**src/sv/tess_pkg.sv**
```systemverilog
package tess_pkg;

  // coordinate format
  localparam int COORD_FRAC_BITS = 8;
  localparam int COORD_INT_BITS  = 16;

  // field and internal widths
  localparam int VTX_W      = 24;
  localparam int IN_DATA_W  = 6 * VTX_W;
  localparam int OUT_W      = COORD_INT_BITS;
  localparam int OUT_DATA_W = 3 * OUT_W;
  localparam int ROW_W      = VTX_W - COORD_FRAC_BITS + 1;
  localparam int SUM_W      = VTX_W + 2;
  localparam int OFS_W      = VTX_W + 2;
  localparam int PRD_W      = 2 * OFS_W;
  localparam int AREA_W     = PRD_W + 2;
  localparam int DY_W       = ROW_W + 1;
  localparam int BDY_W      = OFS_W + DY_W;
  localparam int NUM_W      = 48;
  localparam int DEN_W      = OFS_W;
  localparam int RES_W      = NUM_W + 1;
  localparam int CNT_W      = $clog2(NUM_W);

  // result status codes
  typedef enum logic [1:0] {
    ST_LOADED = 2'd0,
    ST_SPAN   = 2'd1,
    ST_DONE   = 2'd2
  } status_t;

  // controller to datapath commands
  typedef struct packed {
    logic    capture;
    logic    load_box;
    logic    div_start;
    logic    cent_take;
    logic    offs;
    logic    prod;
    logic    coef;
    logic    flip;
    logic    row_step;
    logic    mult;
    logic    merge;
    logic    out_load;
    status_t out_status;
  } cmd_t;

  // datapath to controller status
  typedef struct packed {
    logic div_done;
    logic past_last;
    logic next_past;
    logic out_full;
  } sts_t;

endpackage

```
**src/sv/tess_ctrl.sv**
```systemverilog
module tess_ctrl (
  input  logic            clk,
  input  logic            rst_n,
  input  logic            in_tvalid,
  input  logic            in_kind,
  output logic            in_tready,
  input  tess_pkg::sts_t  sts,
  output tess_pkg::cmd_t  cmd
);
  import tess_pkg::*;

  typedef enum logic [12:0] {
    S_IDLE  = 13'h0001,
    S_LOAD  = 13'h0002,
    S_CDIV  = 13'h0004,
    S_OFFS  = 13'h0008,
    S_PROD  = 13'h0010,
    S_COEF  = 13'h0020,
    S_FLIP  = 13'h0040,
    S_STEP  = 13'h0080,
    S_MULT  = 13'h0100,
    S_NUMR  = 13'h0200,
    S_SDIV  = 13'h0400,
    S_MERGE = 13'h0800,
    S_RESP  = 13'h1000
  } state_t;

  state_t  state_r, state_nxt;
  status_t res_r, res_nxt;

  // next state and commands
  always_comb begin
    state_nxt = state_r;
    res_nxt   = res_r;
    cmd       = '0;
    in_tready = 1'b0;
    case (state_r)
      S_IDLE: begin
        in_tready = 1'b1;
        if (in_tvalid) begin
          if (!in_kind) begin
            cmd.capture = 1'b1;
            state_nxt   = S_LOAD;
          end else begin
            state_nxt = S_STEP;
          end
        end
      end
      S_LOAD: begin
        cmd.load_box  = 1'b1;
        state_nxt     = S_CDIV;
      end
      S_CDIV: begin
        cmd.cent_take = 1'b1;
        state_nxt     = S_OFFS;
      end
      S_OFFS: begin
        cmd.offs  = 1'b1;
        state_nxt = S_PROD;
      end
      S_PROD: begin
        cmd.prod  = 1'b1;
        state_nxt = S_COEF;
      end
      S_COEF: begin
        cmd.coef  = 1'b1;
        state_nxt = S_FLIP;
      end
      S_FLIP: begin
        cmd.flip  = 1'b1;
        res_nxt   = ST_LOADED;
        state_nxt = S_RESP;
      end
      S_STEP: begin
        if (sts.past_last) begin
          res_nxt   = ST_DONE;
          state_nxt = S_RESP;
        end else begin
          cmd.row_step = 1'b1;
          if (sts.next_past) begin
            res_nxt   = ST_DONE;
            state_nxt = S_RESP;
          end else begin
            state_nxt = S_MULT;
          end
        end
      end
      S_MULT: begin
        cmd.mult  = 1'b1;
        state_nxt = S_NUMR;
      end
      S_NUMR: begin
        cmd.div_start = 1'b1;
        state_nxt     = S_SDIV;
      end
      S_SDIV: begin
        if (sts.div_done) begin
          state_nxt = S_MERGE;
        end
      end
      S_MERGE: begin
        cmd.merge = 1'b1;
        res_nxt   = ST_SPAN;
        state_nxt = S_RESP;
      end
      S_RESP: begin
        if (!sts.out_full) begin
          cmd.out_load   = 1'b1;
          cmd.out_status = res_r;
          state_nxt      = S_IDLE;
        end
      end
      default: begin
        state_nxt = S_IDLE;
      end
    endcase
  end

  always_ff @(posedge clk) begin
    if (!rst_n) begin
      state_r <= S_IDLE;
      res_r   <= ST_DONE;
    end else begin
      state_r <= state_nxt;
      res_r   <= res_nxt;
    end
  end

endmodule

```
**config.mk**
```make
export PLATFORM = sky130hd
export DESIGN_NAME = tess_ctrl
export DESIGN_NICKNAME = d
export VERILOG_FILES = /design/src/sv/tess_pkg.sv /design/src/sv/tess_ctrl.sv
export SDC_FILE = /design/constraint.sdc
export NUM_CORES = 1
export LEC_CHECK = 0
export BUFFER_PORTS_ARGS = -buffer_cell sky130_fd_sc_hd__buf_2
export CAP_MARGIN = 20
export CELL_PAD_IN_SITES_DETAIL_PLACEMENT = 1
export CELL_PAD_IN_SITES_GLOBAL_PLACEMENT = 1
export CORE_MARGIN = 4
export CORE_UTILIZATION = 37
export DETAILED_ROUTE_END_ITERATION = 10
export GPL_TIMING_DRIVEN = 0
export HOLD_SLACK_MARGIN = 0.08
export PLACE_DENSITY_LB_ADDON = 0.1
export SETUP_SLACK_MARGIN = 0.15
export SLEW_MARGIN = 10
export SYNTH_ARGS = -nofsm -noshare
export SYNTH_HDL_FRONTEND = slang
export SYNTH_SLANG_ARGS = --single-unit
```
**constraint.sdc**
```tcl
create_clock -name clk -period 2.25 [get_ports clk]
set_input_delay 0.1125 -clock clk [delete_from_list [all_inputs] [get_ports clk]]
set_output_delay 0.1125 -clock clk [all_outputs]
set_load 0.01 [all_outputs]
```
==> results.md, run 1 <==
- Status: complete, no violations
- Routed wire length: about 3.5 mm
- Die span in y: 58.5 um
- Clock network power share: around a quarter
- Most common cell after layout, fill and taps aside: buf_2
- Initial DRC count: 24
- M1 GR Usage: a little under a quarter
- Synth-to-Final Area Change: 48.1%
- R2r startpoint: state_r[0]
- Syn. warnings: 0
- CTS sink cnt: 15
- R2r endpoint: state_r[0]
- Dpl ws: approximately 0.029 ns
- P_sw: 0.202 mW
- Busiest grt layer: met2
- RSZ-0062 raised after global routing: yes
- Critical Path RT: 2.14 ns
- Post-route ant nets: 0
- Fraction of registers with async set/reset: 0%
- FF+latch count, synth: 15
- R2r setup slk: 0.17 ns
- Tcrit/Tclk final: between 90 and 100%
- Dominant synthesized flop cell: dfxtp_1
- Multi-input logic area: 671 sq um
- Non-filler instance count after layout: 193
- Worst Path Class, Setup: reg2out
- Pleak: 0.627 nW
- Final #Nets: 172
- Met2 Resource Use GR: 33.3%
- Fin. max-slew vios: 0
- Syn Std Cell Area: between 900 and 1000 sq um
- Dominant cells by area after synthesis: dfxtp_1, nor3b_1, nor4_1
- Placer Congestion: 0.747
- Relative slew slack: about 59%
- Max_cap viols: 0
- Filler Cell Count: 309
- Hold Crit Start: in_tvalid
- IO Count: 23
- Initial antenna violation count: 0
- FP Rows: 18
- Htree depth: 1
- Fmax: 447 MHz
- CTS Buf Count: 3
- Clock Latency Late Sink: about 0.29 ns
- Share of total power in sequential cells: between 40% and 50%
- Startpoint types: register
- CP max FO: 3
- Via density: 5.70
- Internal cell power: 0.442 mW
- Post-synth EDFFs: 0
- CTS tree: done
- Total GRT Usage: 18.6%
- Dpl cells: 170
- Hold WC Path Type: in2reg
- GRT overflow: 0
- Fin crit period: 2.23 ns
- Post-DP HPWL: 2.07 mm
- Grt met3 use: 3.07%
- First-pass GRT wire length: 4.92 mm
- Sw frac: a little under a third
- Critical path data arrival time: around 2.1 ns
- Area fraction of the dominant cell type after synthesis: 31.8%
- Register area: just over 300 sq um
- Hold Crit Endpoint: state_r[1]
- Clk root buf: clkbuf_4
- Worst-Margin Slew: approximately 0.62 ns
- Syn_nets: 126
- Combinational share of power: 32.1%
- Cell taking the most area after synthesis: dfxtp_1
- Syn avg cell area: 7.99 sq um
- Routed wire length per instance: 18.3 um
- Peak supply drop: about 0.28 mV
- Layout cell share with drive strength beyond 1: between 30% and 40%
- Most frequent cells in the layout: buf_2, buf_4, nor2_1, dfxtp_1, nand2_1
- Initial Util: 38.4%
- Die Area: between 3000 and 4000 sq um
- DR pass1 iterations: 4
- Setup violators final: 0
- Worst setup EP type: output pin
- Yosys cell types: 35
- Routed vias: 1101
- Pwr dens: 461 nW/um^2
- DRC: 0
- Core ar.: between 2000 and 2500 sq um
- Worst Skew: 0.00816 ns
- Syn Inst Count: 118
- Cells on worst reg2reg path: 7
- CTS clock-pin slew for the worst setup and hold paths: 0.10 ns
- I/O Buffers: 22
- Chip width: around 58 um
- Final hold violations: 0
- Final worst setup slack: ~0.015 ns
- Diode count: 0
- CTS max path bufs: 2
- Number of global-route vias before repair: about 1000
- Post-synthesis sequential area ratio: 31.8%
- Largest net degree at the start of global routing: 11
- Hold path depth: 3
-- state kept, by name, summed over array words and instances (netlist names) --
signal and cells:
state_r 13, res_r 2
-- synth_stat cells, drive strengths merged (4+ instances only) --
cell and n:
buf 5, nand3 4, nand2b 5, nand2 10, nor4 10, dfxtp 15, a21oi 4, nor2 12
nor3b 8, inv 4, and3 4, nor3 4, or4 4
-- metal layers --
| metal | routed length [um] | vias up |
|---|---|---|
| li1 | - | 528 |
| met1 | 1490 | 532 |
| met2 | 1800 | 28 |
| met3 | 141 | 13 |
| met4 | 104 | 0 |
| met5 | 0 | - |
-- cell type report --
type                    count  area share [%]
multi-input cells          90            48.0
flip-flops and latches     15            21.8
repair buffers             41            19.3
plain buffers               8            4.83
well taps                  30            2.69
clock buffers               3            1.61
inverters                   5            1.34
clock inverters             1           0.358
-- what timing repair did --
item,4_1_cts,5_1_grt
resized for setup,8,21
pin swaps,2,9
setup buffers,3,12
hold buffers,4,0
hold endpoints to repair,4,0
setup endpoints to repair,11,20
-- worst max path at each step --
stage | start | endpoint | slack [ns] | cells after the start
3_3_place_gp | state_r[1] | state_r[0] | 0.08 | 5
6_report | state_r[0] | cmd[11] | 0.02 | 8
3_5_place_dp | state_r[1] | state_r[10] | 0.03 | 6
5_1_grt | state_r[0] | cmd[11] | -0.08 | 8
4_1_cts | state_r[0] | cmd[11] | -0.01 | 8
2_1_floorplan | state_r[0] | res_r[0] | 0.38 | 6
-- stage by stage --
step | cell area, sq um | util [%] | TNS [ns] | hold slack [ns] | power (mW)
2_1_floorplan | 943 | - | 0 | 0.185 | 0.370
3_3_place_gp | 1090 | 44.4 | 0 | 0.291 | 0.404
3_5_place_dp | 1090 | 44.4 | 0 | 0.301 | 0.407
4_1_cts | 1220 | 49.9 | -0.0127 | 0.104 | 0.590
5_1_grt | 1400 | 56.9 | -0.239 | 0.121 | 0.680
6_report | 1400 | 56.9 | 0 | 0.111 | 0.644
-- kinds of logic (layout without fill, tap and decap cells) --
| kind of cell | after synthesis | after routing | synth area share (%) |
|---|---|---|---|
| XOR/XNOR | 4 | 4 | 3.71 |
| AND/OR/NAND/NOR | 73 | 73 | 48.0 |
| AO/OA/AOI/OAI | 13 | 13 | 8.75 |
| buffers and inverters | 13 | 58 | 7.69 |
| flip-flops | 15 | 15 | 31.8 |
-- power groups by stage --
stage	clock (mW)	sequential [mW]	combinational, mW
final	0.162	0.275	0.207
after global routing	0.180	0.276	0.224
after CTS	0.168	0.274	0.148
after detailed placement	0	0.280	0.127
after global placement	0	0.279	0.125
after floorplan	0	0.279	0.0914
-- worst max-delay path, stage by stage, from the launching register on --
cell	delay (ns)
dfxtp_2	0.33
buf_6	0.11
or4_4	0.53
buf_6	0.15
nor3_4	0.13
nand2_1	0.10
or3_4	0.33
inv_1	0.05
buf_2	0.11
Note: power is estimated with default switching activity, not from simulation.
==> inputs of run 2 (changes only) <==
--- a/config.mk
+++ b/config.mk
@@ -5,12 +5,13 @@
 export SDC_FILE = /design/constraint.sdc
 export NUM_CORES = 1
 export LEC_CHECK = 0
+export ABC_AREA = 1
 export BUFFER_PORTS_ARGS = -buffer_cell sky130_fd_sc_hd__buf_2
 export CAP_MARGIN = 20
 export CELL_PAD_IN_SITES_DETAIL_PLACEMENT = 1
 export CELL_PAD_IN_SITES_GLOBAL_PLACEMENT = 1
 export CORE_MARGIN = 4
-export CORE_UTILIZATION = 37
+export CORE_UTILIZATION = 35
 export DETAILED_ROUTE_END_ITERATION = 10
 export GPL_TIMING_DRIVEN = 0
 export HOLD_SLACK_MARGIN = 0.08
==> run 2 against run 1 <==
Wire length decreased by 29%. Final area is 16% lower. Clock-buffer cell count grew 1.
==> results.md, run 2 <==
- Fraction of registers with async set/reset: 0% (unchanged)
- Critical Path RT: 2.47 ns (+0.33 ns)
- Layout cell share with drive strength beyond 1: 25.5% (-14 points)
- Htree depth: 1 (unchanged)
- Syn Std Cell Area: 957 sq um (+1.5%)
- Setup TNS: 0 ns (unchanged)
- Most frequent cells in the layout: nand2_1, nor2_1, inv_1, buf_2, dfxtp_1
- Post-synthesis sequential area ratio: 31.4% (-0.46 points)
- CTS Buf Count: 3 (unchanged)
- Syn avg cell area: 6.22 sq um (-22%)
- Area fraction of the dominant cell type after synthesis: 31.4% (-0.46 points)
- Most frequent cells after synthesis: nand2_1, nor2_1, inv_1
- Register area: 300 sq um (-1.6%)
- Routed vias: 997 (-9.4%)
- Placed inst area: 1100 sq um (+1.3%)
- DRC: 0 (unchanged)
- Peak supply drop: 0.432 mV (+56%)
- Max_cap viols: 0 (unchanged)
- Yosys cell types: 19 (-46%)
- Regs by FF count: state_r (13), res_r (2)
- Diode count: 0 (unchanged)
- RSZ-0062 raised after global routing: no
- CTS sink cnt: 15 (unchanged)
- Total GRT Usage: 16.1% (-2.5 points)
- Chip width: 60.3 um (+3.1%)
- Clk root buf: clkbuf_4
- DR pass1 iterations: 2 (-2)
- CTS tree: done
- Pleak: 0.681 nW (+8.6%)
- Number of global-route vias before repair: 1007 (-3.5%)
- Cells on worst reg2reg path: 6 (-1)
- Clock Latency Late Sink: 0.27 ns (-0.02 ns)
- Relative slew slack: 80.3% (+22 points)
- Largest reg by FF count: state_r
- Multi-input logic area: 522 sq um (-22%)
- CTS clock-pin slew for the worst setup and hold paths: 0.09 ns (about the same)
- Critical Path Start: state_r[12]
- Dominant synthesized flop cell: dfxtp_1
- Design area: 1170 sq um (-16%)
- Fmax: 544 MHz (+22%)
- Filler Cell Count: 378 (+22%)
- GRT overflow: 0 (unchanged)
- Cell taking the most area after synthesis: dfxtp_1
- Worst Path Class, Setup: reg2reg
- Final #Nets: 193 (+12%)
- Via density: 4.66 (-18%)
- CP max FO: 9 (+6)
- Post-DP HPWL: 2.11 mm (+2.2%)
- Dominant cells by area after synthesis: dfxtp_1, nand2_1, nor2_1
- IO Count: 23 (unchanged)
- FP Rows: 18 (unchanged)
- Largest net degree at the start of global routing: 11 (unchanged)
- Most common cell after layout, fill and taps aside: nand2_1
- Post-synth EDFFs: 0 (unchanged)
- Worst Skew: 0.00140 ns (-0.00675 ns)
- Initial antenna violation count: 0 (unchanged)
- Tcrit/Tclk final: 81.7% (-18 points)
- Setup violators final: 0 (unchanged)
- Worst-Margin Slew: 0.294 ns (-0.327 ns)
- Critical path data arrival time: 2.06 ns (-0.06 ns)
- First-pass GRT wire length: 4.35 mm (-12%)
- Startpoint types: register
- Fin. max-slew vios: 0 (unchanged)
- Syn_nets: 162 (+29%)
- Top-count cell post-synth: nand2_1
- Routed wire length per instance: 11.8 um (-36%)
- Worst setup EP type: register
- Fin crit period: 1.84 ns (-0.396 ns)
- R2r startpoint: state_r[12]
- I/O Buffers: 22 (unchanged)
- Hold path depth: 3 (unchanged)
- FF+latch count, synth: 15 (unchanged)
- Initial Util: 37.6% (-0.82 points)
- Syn Inst Count: 154 (+31%)
- Core ar.: 2540 sq um (+3.7%)
- Synth-to-Final Area Change: 22.4%
- Pwr dens: 777 nW/um^2 (+69%)
- CTS max path bufs: 2 (unchanged)
- Initial DRC count: 25 (+4.2%)
- Max reg flops: 13 (unchanged)
- Syn. warnings: 0 (unchanged)
- Post-route ant nets: 0 (unchanged)
- Hold WC Path Type: in2reg
- Hold Crit Start: in_tvalid
- Final hold violations: 0 (unchanged)
- Placer Congestion: 0.778 (+4.2%)
- Cts repair resizes: 0 (-8)
- Status: complete, no violations
- Die span in y: 60.3 um (+3.1%)
- Routed wire length: 2.53 mm (-29%)
- Die Area: 3640 sq um (+6.2%)
[run 2: cell types whose count changed in the layout (fill, tap and decap cells not counted), sizes merged, moves of 5 or more]
| cell | before | now |
|---|---|---|
| nand2 | 10 | 43 |
| inv | 4 | 28 |
| nor4 | 10 | 2 |
| nor3b | 8 | 2 |
| buf | 43 | 25 |
| nand2b | 5 | 0 |
| nor2 | 12 | 40 |
| nand3 | 4 | 9 |
[run 2: repair_timing]
| action | in CTS | in global routing |
|---|---|---|
| endpoints found under the hold margin | 3 | 0 |
| hold buffers | 4 | 0 |
| buffers inserted | 0 | 0 |
[run 2: area by class of cell]
class,instances,area share (%)
buffer,3,2.24
clock buffer,4,2.24
inverter,29,9.29
multi-input combinational,107,44.6
sequential,15,25.6
tap,30,3.21
timing repair buffer,26,12.8
[run 2: report_power, final]
group	switching [mW]	internal, mW	total (mW)
sequential	0.0219	0.292	0.314
combinational	0.296	0.147	0.443
clock	0.0851	0.0686	0.154
total	0.403	0.507	0.910
[run 2: worst paths after layout]
path | to | slack, ns
setup / recovery | state_r[8] | 0.41
hold / removal | state_r[7] | 0.11
setup reg to reg | state_r[8] | 0.41
hold reg to reg | res_r[1] | 0.49
[run 2: metrics by stage]
step                util, %  total power, mW  instances  hold WS, ns  worst slack, ns
floorplan                 -            0.648        154        0.181            0.956
global placement       43.4            0.749        206        0.298            0.792
detailed placement     43.4            0.766        206        0.303            0.743
CTS                    46.0            0.925        214        0.107            0.451
global route           46.0            0.995        214        0.123            0.327
finish                 46.0            0.910        214        0.115            0.411
[run 2: cell families after synthesis]
kind of cell | share of synthesized area, %
and+or+nand+nor | 53.5
buffers and inverters | 14.1
DFF | 31.4
AOI/OAI and AO/OA | 1.05
[run 2: critical path: stages, from the launching register on]
cell,delay [ns]
dfxtp_1,0.32
inv_1,0.13
nand2_1,0.13
nor2_4,0.27
nand2_2,0.14
nor4_1,0.22
dlygate4sd3_1,0.59
[run 2: layer usage]
layer	track usage [%]	vias up	part of all wire (%)
met1	18.1	463	43
li1	-	521	-
met3	2.16	2	2.5
met2	30.9	11	54
met4	4.75	0	0.59
met5	0	-	0
==> inputs of run 3 (changes only) <==
--- a/config.mk
+++ b/config.mk
@@ -11,7 +11,7 @@
 export CELL_PAD_IN_SITES_DETAIL_PLACEMENT = 1
 export CELL_PAD_IN_SITES_GLOBAL_PLACEMENT = 1
 export CORE_MARGIN = 4
-export CORE_UTILIZATION = 35
+export CORE_UTILIZATION = 32
 export DETAILED_ROUTE_END_ITERATION = 10
 export GPL_TIMING_DRIVEN = 0
 export HOLD_SLACK_MARGIN = 0.08
==> constraint.sdc (replaced) <==
create_clock -name clk -period 1.6 [get_ports clk]
set_input_delay 0.08 -clock clk [delete_from_list [all_inputs] [get_ports clk]]
set_output_delay 0.08 -clock clk [all_outputs]
set_load 0.01 [all_outputs]
==> run 3 against run 2 <==
The run now ends with negative setup slack left. Combinational power increased to 3.1 times the previous value. Clock power rose by 64%. Critical path depth increased by 2. Cell count grew 14%. Largest cell class unchanged. Wire length is 64% higher. Worst setup slack worse by 0.45 ns. Sequential share of layout area shrank 7.7 points. Clock-buffer cell count unchanged. First-iteration DRC count rose by 140%. Utilization rose by 16 points.
==> results.md, run 3 (synthesis results as in run 2) <==
- Post-route ant nets: 0 (unchanged)
- Die Area: 3930 sq um (+8.1%)
- Pwr dens: 1200 nW/um^2 (+54%)
- Diode count: 0 (unchanged)
- Initial antenna violation count: 0 (unchanged)
- Failing checks: negative setup slack
- CTS clock-pin slew for the worst setup and hold paths: 0.11 ns (+0.02 ns)
- Max reg flops: 13 (unchanged)
- CTS Buf Count: 3 (unchanged)
- Post-DP HPWL: 1.97 mm (-6.9%)
- CTS tree: done
- Chip width: 62.7 um (+4.0%)
- Fin crit period: 1.64 ns
- Number of global-route vias before repair: 1192 (+18%)
- Hold path depth: 6 (+3)
- Max_cap viols: 0 (unchanged)
- Via density: 4.97 (+6.6%)
- RSZ-0062 raised after global routing: yes
- Total GRT Usage: 16.4% (+0.23 points)
- Core ar.: 2810 sq um (+10%)
- Synth-to-Final Area Change: 82.2%
- Clk root buf: clkbuf_4
- Die span in y: 62.7 um (+4.0%)
- Startpoint types: register
- CP max-delay cell: dfxtp_1
- Worst Skew: 0.000824 ns (-0.000580 ns)
- Final #Nets: 222 (+15%)
- DR pass1 iterations: 4 (+2)
- Clock Latency Late Sink: 0.30 ns (+0.03 ns)
- Grt met3 use: 1.80% (-0.36 points)
- Fin. max-slew vios: 0 (unchanged)
- Worst-Margin Slew: 0.332 ns (+0.0388 ns)
- Initial Util: 34.1% (-3.5 points)
- Fmax: 611 MHz
- Met2 Resource Use GR: 32.6% (+1.8 points)
- Placed inst area: 1110 sq um (+0.11%)
- Routed wire length: 4.15 mm (+64%)
- Relative slew slack: 77.8% (-2.5 points)
- Regs by FF count: state_r (13), res_r (2)
- Initial DRC count: 61 (+140%)
- Routed vias: 1212 (+22%)
- Tcrit/Tclk final: 102%
- Status: finished with violations
- M1 GR Usage: 18.0% (-0.10 points)
- Crit path cell chain: inv_2, nand2_1, nor2_4, buf_4, buf_6, nand2_4, inv_2, buf_6
- Most frequent cells in the layout: nor2_1, nand2_1, buf_6, buf_4, inv_1
- Critical Path RT: 1.52 ns (-0.95 ns)
- I/O Buffers: 22 (unchanged)
- Pleak: 0.912 nW (+34%)
- First-pass GRT wire length: 5.26 mm (+21%)
- Largest reg by FF count: state_r
- GRT overflow: 0 (unchanged)
- Critical path data arrival time: 1.56 ns (-0.50 ns)
- Placer Congestion: 0.794 (+2.0%)
- Layout cell share with drive strength beyond 1: 58.2% (+33 points)
- Htree depth: 1 (unchanged)
- CTS sink cnt: 15 (unchanged)
- Cells on worst reg2reg path: 11 (+5)
- Final hold violations: 0 (unchanged)
- Setup violators final: 4 (+4)
- Peak supply drop: 0.557 mV (+29%)
- Hold WC Path Type: in2reg
- Worst setup EP type: output pin
- DRC: 0 (unchanged)
- Busiest grt layer: met2
- Design area: 1740 sq um (+49%)
- Setup TNS: -0.0923 ns (-0.0923 ns)
- CP max FO: 5 (-4)
- CTS max path bufs: 2 (unchanged)
- Routed wire length per instance: 17.0 um (+44%)
- Largest net degree at the start of global routing: 11 (unchanged)
- Worst Path Class, Setup: reg2out
- IO Count: 23 (unchanged)
- FP Rows: 19 (+1)
- CP peak stage delay: 0.34 ns (-0.25 ns)
- Final worst setup slack: -0.0365 ns (-0.448 ns)
run 3: cell count changes in the layout (fill, tap and decap cells not counted), sizes merged:
cell	delta
buf	+28
clkinv	-1
clkinvlp	+1
dlygate4sd3	+1
run 3: worst max-delay path, delay by kind of cell (launching register included):
| kind | cells | cell delay [ns] |
|---|---|---|
| DFF | 1 | 0.34 |
| and+or+nand+nor | 3 | 0.40 |
| buffers and inverters | 5 | 0.52 |
run 3: cell type report:
cell class	count	area, sq um
multi-input combinational	107	751
tap	31	38.8
fill	357	1060
inverter	29	115
sequential	15	313
timing repair buffer	55	467
buffer	3	33.8
clock buffer	4	26.3
run 3: what timing repair did:
action,CTS,global route
resized for setup,50,48
hold endpoints to repair,6,0
cloned,1,0
setup buffers,16,11
pin swaps,12,13
hold buffers,5,0
setup endpoints to repair,18,29
run 3: final timing paths:
| kind | startpoint | to | slack (ns) |
|---|---|---|---|
| setup / recovery | state_r[12] | cmd[7] | -0.04 |
| hold / removal | sts[0] | state_r[0] | 0.33 |
| setup reg to reg | state_r[12] | state_r[0] | 0 |
| hold reg to reg | res_r[0] | res_r[0] | 0.50 |
run 3: power breakdown:
group	internal [mW]	switching (mW)	leakage [nW]
Clock	0.0973	0.155	0.0150
Combinational	0.628	0.746	0.772
Sequential	0.419	0.0405	0.125
run 3: stage by stage:
step           hold WS [ns]  cells  setup WS (ns)  power (mW)  utilization [%]
5_1_grt               0.396    244         -0.112        2.20             62.2
3_3_place_gp          0.268    207          0.145        1.05             39.4
6_report              0.329    244        -0.0365        2.09             62.2
2_1_floorplan         0.149    154          0.306       0.912                -
3_5_place_dp          0.267    207          0.127        1.06             39.4
4_1_cts               0.268    233         0.0505        1.65             52.6
run 3: metal layers:
| metal | up-vias | wire length [um] |
|---|---|---|
| li1 | 583 | - |
| met1 | 581 | 1670 |
| met2 | 34 | 2200 |
| met3 | 14 | 100 |
| met4 | 0 | 168 |
| met5 | - | 0 |
